==> src/rtl/sdit_mul.sv <==
// Shared 32 by 32 unsigned multiplier with a registered product.
module sdit_mul (
  input  logic        clk_i,
  input  logic        en_i,
  input  logic [31:0] a_i,
  input  logic [31:0] b_i,
  output logic [63:0] prod_o
);

  logic [63:0] prod_q;

  // The product of the enabled operands is registered and appears in the next cycle.
  always_ff @(posedge clk_i) begin
    if (en_i) begin
      prod_q <= a_i * b_i;
    end
  end

  assign prod_o = prod_q;

endmodule

==> config.mk <==
export PLATFORM = sky130hd
export DESIGN_NAME = sdit_mul
export DESIGN_NICKNAME = d
export VERILOG_FILES = /design/src/rtl/sdit_mul.sv
export SDC_FILE = /design/constraint.sdc
export NUM_CORES = 2
export LEC_CHECK = 0
export ABC_AREA = 1
export BUFFER_PORTS_ARGS = -buffer_cell sky130_fd_sc_hd__buf_2
export CELL_PAD_IN_SITES_DETAIL_PLACEMENT = 0
export CELL_PAD_IN_SITES_GLOBAL_PLACEMENT = 1
export CORE_UTILIZATION = 53
export DETAILED_ROUTE_END_ITERATION = 7
export PLACE_DENSITY_LB_ADDON = 0.1
export SYNTH_ARGS = -nofsm -noshare
export SYNTH_HDL_FRONTEND = slang
export SYNTH_SLANG_ARGS = --single-unit
==> constraint.sdc <==
create_clock -name clk_i -period 14.5 [get_ports clk_i]
set_input_delay 2.9 -clock clk_i [delete_from_list [all_inputs] [get_ports clk_i]]
set_output_delay 2.9 -clock clk_i [all_outputs]
set_load 0.005 [all_outputs]
==> results.yml <==
status:
  outcome: "complete, no violations"
synth:
  avgSynthCellArea_um2: 7.57
  synth_cells: 5023
  synth_flop_cell: "edfxtp_1"
  synth.area.top_cells: "fa_1 (47%), inv_1 (17%), nand2_1 (15%), ha_1 (8.7%), edfxtp_1 (5.1%)"
  syn-num-nets: 6248
  synth_seq_area_share: 0.0505
  synth_edf_count: 64
  synth_cell_types: 23
  yosys_warnings: 0
  synth.top_cell.area_share: 0.472
  netlist_area_um2: 38000
  yosysTopAreaCell: "fa_1"
  async_reset_ff_frac: 0
  ys_seq_elements: 64
clock_network:
  cts-root-buf: "clkbuf_16"
  cts_tree: "yes"
  cts.sinks: 64
  numCtsBuffers: 9
  cts_buffer_depth: 2
  post-cts-setup-buffers: 0
  cts_resized: 0
  cts_hold_buf: 0
  path_clk_slew_ps: 60
  htree_num_levels: 3
timing:
  setup_tns_ps: 0
  whs_ps: 3280
  hold_violations: 0
  finalSetupViolCount: 0
  drv_slew: 0
  fmax_mhz: 104
  fin_crit_ps: 9620
  min_period_over_period: 0.663
  slew_headroom: 0.369
  worstMarginPinSlew_ps: 946
  rsz0062_at_grt: "no"
floorplan:
  die_h_um: 270
  boundaryPins: 130
  core_um2: 70500
  die_w_um: 270
  start_util: 0.539
  die_area_um2: 72900
  rows: 97
global_route:
  grt_max_degree: 65
  grt_pass1_wl_mm: 171
  grt_usage: 0.301
  antenna_found_initial: 0
  overflow: 0
  grt_pass1_vias: 31100
worst_hold_path:
  min_delay_path_depth: 3
  hold_class: "in -> reg"
  hold-path-endpoint: "prod_o[0]"
  holdCritStartpoint: "b_i[0]"
place:
  place_inst: 5912
  dpl.hpwl_mm: 85.4
  place_congestion: 0.960
  io_buffers: 129
routing:
  vias: 29100
  wl_mm: 104
  drtIter0Drc: 1754
  viasPerCell: 4.90
  drc: 0
  wire_per_inst_um: 17.5
  ant_nets: 0
  drt_pass1_iterations: 6
cells_and_area:
  areaGrowthSynthToFinish_pct: 3.79
  fin_cells: 5926
  largest_register_ffs: 64
  n_antenna_cell: 0
  drive_gt1_frac: 0.0437
  fin_nets: 6208
flow_run:
  drv_cap: 0
worst_setup_path:
  crit_arrival_ps: 9710
  slowest_delay_ps: 690
  start_kind: "input port"
  worstSetupPathType: "in -> reg"
  cp-end-kind: "flip-flop"
  crit_chain: "buf_2 > nand2_1 > inv_1 > fa_1 > fa_1 > inv_1 > fa_1 > fa_1 > inv_1 > fa_1 > fa_1 > fa_1 > fa_1 > ha_1 > nand2_1 > nor2_1 > inv_1 > nor2_1 > a21oi_1 > nand2_2 > nand2_1 > nand3_1 > nand2_1"
  required_ps: 14600
  slowest_stage: "buf_2"
  crit_top_cell: "fa_1"
  path_max_fanout: 32
-- metrics by stage --
stage | instance area [um2] | utilization | worst slack (ps)
floorplan | 38000 | - | 5650
global placement | 39200 | 0.556 | 4600
detailed placement | 39200 | 0.556 | 4550
CTS | 39500 | 0.560 | 4900
global route | 39500 | 0.560 | 4530
finish | 39500 | 0.560 | 4880
-- cell type report --
class / count / area, um2
Timing Repair Buffer: 141 / 736
Clock buffer: 9 / 225
Tap cell: 940 / 1180
Fill cell: 6960 / 31000
Sequential cell: 64 / 1920
Clock inverter: 5 / 26.3
Inverter: 1735 / 6510
Multi-Input combinational cell: 3032 / 28900
-- cells in the mapped netlist, types with 11 or more instances --
| cell type | n |
|---|---|
| a21oi_1 | 43 |
| nand2_1 | 1566 |
| fa_1 | 896 |
| nand4_1 | 16 |
| inv_1 | 1723 |
| nor2_2 | 14 |
| xor2_1 | 33 |
| clkbuf_1 | 192 |
| nand3_1 | 56 |
| o21bai_1 | 11 |
| nand2_2 | 15 |
| edfxtp_1 | 64 |
| ha_1 | 263 |
| inv_2 | 12 |
| nor2_1 | 81 |
| nor3_1 | 11 |
-- metal layers --
layer  share of wire  vias up  GRT usage
met4           0.021        0     0.0567
li1                -    13600          -
met5               0        -          0
met3           0.044      115     0.0187
met2            0.51      750      0.528
met1            0.43    14600      0.415
-- critical path: cells and delay by family --
family	cells	cell delay [ps]
adder cells (fa/ha/maj)	9	4450
AND/OR/NAND/NOR	8	1160
buffers and inverters	5	1040
AO/OA/AOI/OAI	1	140
-- placed cells by master (no fill, tap or decap), drive strengths merged, types with 12 or more instances in the layout --
cell type / Yosys / layout
a21oi: 43 / 43
buf: 0 / 141
edfxtp: 64 / 64
fa: 896 / 896
ha: 263 / 263
inv: 1735 / 1735
nand2: 1581 / 1581
nand3: 65 / 65
nand4: 16 / 16
nor2: 101 / 101
nor3: 18 / 18
o21bai: 12 / 12
xor2: 33 / 33
-- cell families (layout without fill, tap and decap cells) --
| group | after synthesis | count (layout) | synth area share |
|---|---|---|---|
| flip-flops | 64 | 64 | 0.0505 |
| buffers and inverters | 1927 | 1890 | 0.190 |
| AND/OR/NAND/NOR | 1781 | 1781 | 0.185 |
| XOR/XNOR | 35 | 35 | 0.00806 |
| adder cells (fa/ha/maj) | 1159 | 1159 | 0.558 |
| AO/OA/AOI/OAI | 57 | 57 | 0.00839 |
-- how the worst max path moves through the flow --
stage | start | endpoint | slack [ps] | cells past startpoint
after detailed placement | b_i[8] | prod_o[62] | 4550 | 24
after floorplan | a_i[25] | prod_o[60] | 5650 | 26
final | a_i[17] | prod_o[46] | 4880 | 23
after global routing | a_i[19] | prod_o[60] | 4530 | 23
after CTS | b_i[8] | prod_o[62] | 4900 | 24
after global placement | b_i[8] | prod_o[36] | 4600 | 21
Power is not shown: default switching activity piles up to over one toggle a cycle in this logic, so the estimate is an artifact.
