$ cat config.mk
export PLATFORM = sky130hd
export DESIGN_NAME = sdit_div
export DESIGN_NICKNAME = d
export VERILOG_FILES = /design/src/rtl/sdit_pkg.sv /design/src/rtl/sdit_div.sv
export SDC_FILE = /design/constraint.sdc
export NUM_CORES = 1
export LEC_CHECK = 0
export ABC_AREA = 1
export BUFFER_PORTS_ARGS = -buffer_cell sky130_fd_sc_hd__buf_2
export CORE_ASPECT_RATIO = 0.8
export CORE_MARGIN = 2
export CORE_UTILIZATION = 58
export CTS_CLUSTER_SIZE = 10
export DETAILED_ROUTE_END_ITERATION = 10
export HOLD_SLACK_MARGIN = 0.08
export PLACE_DENSITY = 0.9
export SLEW_MARGIN = 20
export SYNTH_ARGS = -nofsm -noshare
export SYNTH_HDL_FRONTEND = slang
export SYNTH_SLANG_ARGS = --single-unit
$ cat constraint.sdc
create_clock -name clk_i -period 6.75 [get_ports clk_i]
set_clock_uncertainty 0.2 [all_clocks]
set_input_delay 1.0125 -clock clk_i [delete_from_list [all_inputs] [get_ports clk_i]]
set_output_delay 1.0125 -clock clk_i [all_outputs]
set_load 0.02 [all_outputs]
$ cat src/rtl/sdit_pkg.sv
// Shared types, constants and the saturation helper of the stream derivative/integral transform.
package sdit_pkg;

  // Field widths.
  localparam int unsigned SampleW = 32;
  localparam int unsigned TimeW   = 32;
  localparam int unsigned ResW    = 48;
  localparam int unsigned GainW   = 32;
  localparam int unsigned CfgIdxW = 3;
  localparam int unsigned SumW    = 52;
  localparam int unsigned MagW    = 50;

  // Divider sizing: the dividend register holds 48 bits, the divisor 32.
  localparam int unsigned DivNumW = 48;
  localparam int unsigned DivDenW = 32;
  localparam int unsigned DivCntW = 6;

  localparam logic [DivCntW-1:0] DIV_LEN_WRAP = 6'd32;
  localparam logic [DivCntW-1:0] DIV_LEN_QUOT = 6'd48;

  // Register indexes of the configuration port.
  localparam logic [CfgIdxW-1:0] CFG_MODE   = 3'd0;
  localparam logic [CfgIdxW-1:0] CFG_CYCLIC = 3'd1;
  localparam logic [CfgIdxW-1:0] CFG_WRAP   = 3'd2;
  localparam logic [CfgIdxW-1:0] CFG_GAIN   = 3'd3;
  localparam logic [CfgIdxW-1:0] CFG_OFFSET = 3'd4;

  // Transform modes.
  localparam logic [1:0] MODE_RAW = 2'd0;
  localparam logic [1:0] MODE_DER = 2'd1;
  localparam logic [1:0] MODE_INT = 2'd2;
  localparam logic [1:0] MODE_CUM = 2'd3;

  // Reset values of the configuration registers.
  localparam logic [TimeW-1:0] WRAP_RESET = 32'd411775;
  localparam logic [GainW-1:0] GAIN_RESET = 32'd65536;

  // Status of the iterative divider.
  typedef struct packed {
    logic busy;
    logic done;
  } div_stat_t;

  // Saturate a wide signed sum into the signed 48-bit result range.
  function automatic logic [ResW-1:0] sat48(input logic [SumW-1:0] v);
    logic all_same;
    all_same = (v[SumW-1:ResW-1] == '0) || (v[SumW-1:ResW-1] == '1);
    if (all_same) begin
      sat48 = v[ResW-1:0];
    end else if (v[SumW-1]) begin
      sat48 = {1'b1, {(ResW-1){1'b0}}};
    end else begin
      sat48 = {1'b0, {(ResW-1){1'b1}}};
    end
  endfunction

endpackage

$ cat src/rtl/sdit_div.sv
// Restoring radix-2 divider that produces one quotient bit per cycle.
module sdit_div import sdit_pkg::*; (
  input  logic               clk_i,
  input  logic               rst_ni,
  input  logic               start_i,
  input  logic [DivCntW-1:0] len_i,
  input  logic [DivNumW-1:0] dividend_i,
  input  logic [DivDenW-1:0] divisor_i,
  output div_stat_t          stat_o,
  output logic [DivNumW-1:0] quot_o,
  output logic [DivDenW-1:0] rem_o
);

  logic               busy_q;
  logic               done_q;
  logic [DivCntW-1:0] cnt_q;
  logic [DivNumW-1:0] acc_q;
  logic [DivDenW-1:0] rem_q;
  logic [DivDenW-1:0] dsr_q;

  logic [DivDenW:0]   trial;
  logic [DivDenW+1:0] diff;
  logic               ge;

  // One trial subtraction of the shifted partial remainder.
  assign trial = {rem_q, acc_q[DivNumW-1]};
  assign diff  = {1'b0, trial} - {2'b00, dsr_q};
  assign ge    = ~diff[DivDenW+1];

  // Control: iteration counter and the one-cycle done flag.
  always_ff @(posedge clk_i or negedge rst_ni) begin
    if (!rst_ni) begin
      busy_q <= 1'b0;
      done_q <= 1'b0;
      cnt_q  <= '0;
    end else begin
      done_q <= 1'b0;
      if (start_i) begin
        busy_q <= 1'b1;
        cnt_q  <= len_i;
      end else if (busy_q) begin
        cnt_q <= cnt_q - 1'b1;
        if (cnt_q == {{(DivCntW-1){1'b0}}, 1'b1}) begin
          busy_q <= 1'b0;
          done_q <= 1'b1;
        end
      end
    end
  end

  // Datapath: the dividend shifts out at the top while quotient bits enter at the bottom.
  always_ff @(posedge clk_i) begin
    if (start_i) begin
      acc_q <= dividend_i;
      rem_q <= '0;
      dsr_q <= divisor_i;
    end else if (busy_q) begin
      acc_q <= {acc_q[DivNumW-2:0], ge};
      rem_q <= ge ? diff[DivDenW-1:0] : trial[DivDenW-1:0];
    end
  end

  assign stat_o.busy = busy_q;
  assign stat_o.done = done_q;
  assign quot_o      = acc_q;
  assign rem_o       = rem_q;

endmodule

==> reports/metrics.yaml <==
setup_path:
  cp_slowest_cell: "fa_1"
  max_stage_delay_ns: 0.44
  path_cells: "inv_1 -> ha_1 -> inv_1 -> fa_1 -> nand3_1 -> nand3_1 -> nand2_1 -> nand2_1 -> nand2_1 -> nand2_1 -> nand2_1 -> nand2_1 -> nand2_1 -> nand3_2 -> nand2_1 -> nand2_1"
  cpMostUsedCell: "nand2_1"
  cp_max_fo: 4
  critPathKind: "reg -> reg"
  cp.required_ns: 6.87
  start_kind: "flip-flop"
  arrival_ns: 3.03
  end_kind: "flip-flop"
synth:
  synth_nets: 1186
  synth_fa_ha_area_share_pct: 5.812
  synth_cell_types: 38
  ys_ff_latch: 120
  yosysSeqAreaShare_pct: 42.32
  ys_warn_count: 0
  synth_xor_area_share_pct: 2.171
  synth_compound_area_share_pct: 3.135
  async_flop_share_pct: 6.667
  synthMuxAreaShare_pct: 0
  netlist_area_sq_um: 7664
  synth-simple-area-share_pct: 35.61
  avgSynthCellArea_sq_um: 7.216
  synth_top_family_by_area: "simple AND/OR/NAND/NOR gates"
  synthFlopType: "edfxtp_1"
  synth_cells: 1062
  synth_edf_count: 80
grt:
  grt.overflow.total: 0
  antenna_found_initial: 0
  grt_pass1_vias: 6862
  grt_usage_pct: 29.35
  grt_max_degree: 62
  grt_pass1_wl_mm: 33.00
sta:
  fin_ws_ns: 3.831
  max_freq_mhz: 342.6
  slew_violations: 0
  tightestPinTransition_ns: 0.8138
  fin_crit_sh_pct: 43.25
  rsz0062_at_grt: "no"
  fin_tns_setup_ns: 0
  maxSlewHeadroom_pct: 45.67
  setup_viol: 0
  min_period_ns: 2.919
  final_hold_viol_count: 0
route:
  ant_nets: 0
  num_vias: 7323
  drc: 0
  wirelength_mm: 20.12
  drtIter0Drc: 753
  drt_pass1_iterations: 8
  wire_per_inst_um: 14.22
  vias_per_cell: 5.175
min_path:
  hold_path.class: "in -> async"
clocking:
  clkLatencyLatePin_ns: 0.42
  cts.sinks: 120
  htree_levels: 4
  cts_setup_buffers: 0
  cts-resized-gates: 0
  clk_pin_slew_ns: 0.06
  cts_made_buffers: 17
  cts_tree: "done"
  cts-root-buf: "clkbuf_16"
  hold_buffers: 0
  cts_buffer_depth: 2
floorplanning:
  start_util_pct: 59.55
  die-area_sq_um: 14150
  num_rows: 37
  io_pins: 171
  die_w_um: 132.5
  coreArea_sq_um: 12870
  chipHeight_um: 106.8
placed_design:
  post-place-ws_ns: 3.816
  gp_congestion: 0.9507
  port-buffer-count: 170
  hpwlAfterDp_mm: 14.22
  dpl_cell_area_sq_um: 8600
power:
  p_per_area_nw_per_um2: 365.2
  leakage_uw: 0.005088
  ir_drop_mv: 0.2269
  power_uw: 3354
layout:
  area.growth.synth_to_final_pct: 19.84
  nNetsFinal: 1351
  drive_gt1_share_pct: 19.60
  n_antenna_cell: 0
  design_area_sq_um: 9184
  post-route-util_pct: 71.36
  layout_commonest_cell: "nand2_1"
  fillers: 1001
  final_cell_mix: "461 x nand2_1, 171 x inv_1, 169 x buf_2, 80 x edfxtp_1, 75 x nand3_1"
flow_run:
  cap_violations: 0
status:
  status: "finished, final reports clean"
==> worst max-delay path, delay by kind of cell (launching register included) <==
kind	cells	cell delay [ns]
DFF	1	0.42
buffers and inverters	2	0.19
and+or+nand+nor	12	1.39
adders and majority gates	2	0.59
==> state kept, by name, summed over array words and instances, names as in the netlist <==
| name | cells |
|---|---|
| rem_o | 32 |
| quot_o | 48 |
| busy_q | 1 |
| dsr_q | 32 |
| done_q | 1 |
| cnt_q | 6 |
==> final timing paths <==
kind                                         from  slack [ns]  depth (start not counted)                      to
max in group asynchronous                  rst_ni        5.96                          1    cnt_q[5]$_DFFE_PN0P_
min                                        rst_ni        0.22                          1    cnt_q[0]$_DFFE_PN0P_
max                          quot_o[47]$_DFFE_PP_        3.83                         16  rem_o[28]$_SDFFE_PP0P_
max reg2reg                  quot_o[47]$_DFFE_PP_        3.83                         16  rem_o[28]$_SDFFE_PP0P_
min in group clk_i         rem_o[15]$_SDFFE_PP0P_        0.28                          2  rem_o[15]$_SDFFE_PP0P_
min reg2reg                rem_o[15]$_SDFFE_PP0P_        0.28                          2  rem_o[15]$_SDFFE_PP0P_
==> layer usage <==
layer,global-route usage [%],share of wire (%)
met5,0,0
met3,6.856,8.5
met1,40.26,43
met2,46.82,46
met4,8.449,2.2
==> cell families (layout without fill, tap and decap cells) <==
family | after synthesis | in the layout
flops | 120 | 120
compound gates | 39 | 39
simple gates | 643 | 643
xor+xnor | 19 | 19
fa+ha+maj | 35 | 35
buf+inv | 206 | 384
==> power breakdown <==
part / switching, uW / internal [uW] / total (uW)
clock network: 392 / 491 / 883
logic: 953 / 500 / 1450
registers: 97.3 / 920 / 1020
==> cell type report <==
cell class	instances	area [sq um]	area share, %
Inverter	178	668.1	7.275
Clock inverter	15	158.9	1.730
Tap cell	175	219.0	2.384
Clock buffer	17	425.4	4.632
Multi-Input combinational cell	736	3586	39.05
Timing Repair Buffer	174	883.3	9.619
Sequential cell	120	3243	35.31
==> Yosys cell counts, types with 2 or more instances <==
library cell / n / share of area (%)
nand2_4: 2 / 0.29
buf_2: 5 / 0.33
o211ai_1: 5 / 0.49
nand3b_1: 14 / 1.4
nand3_1: 75 / 4.9
a21oi_1: 15 / 0.98
inv_1: 172 / 8.4
xor2_1: 4 / 0.46
edfxtp_1: 80 / 31
o21ai_1: 11 / 0.72
nor2_1: 52 / 2.5
dfxtp_1: 32 / 8.4
nand2_2: 6 / 0.49
inv_2: 5 / 0.24
buf_6: 5 / 0.73
nand3_2: 9 / 1.2
dfrtp_1: 8 / 2.6
and2_1: 2 / 0.16
nor2_2: 4 / 0.33
xnor2_1: 15 / 1.7
o21bai_1: 2 / 0.20
nand4_1: 10 / 0.82
nor3_1: 4 / 0.26
a21oi_2: 2 / 0.23
nand2_1: 461 / 23
clkbuf_1: 14 / 0.69
nor2_4: 2 / 0.29
ha_1: 34 / 5.6
buf_4: 3 / 0.29
==> per-stage QoR <==
step                      hold slack [ns]  std cells
after detailed placement           0.2684       1383
after global placement             0.2679       1383
after global routing               0.2271       1415
final                              0.2223       1415
after CTS                          0.2180       1415
after floorplan                    0.3097       1062
No activity file was read; power rests on OpenSTA's default activity.
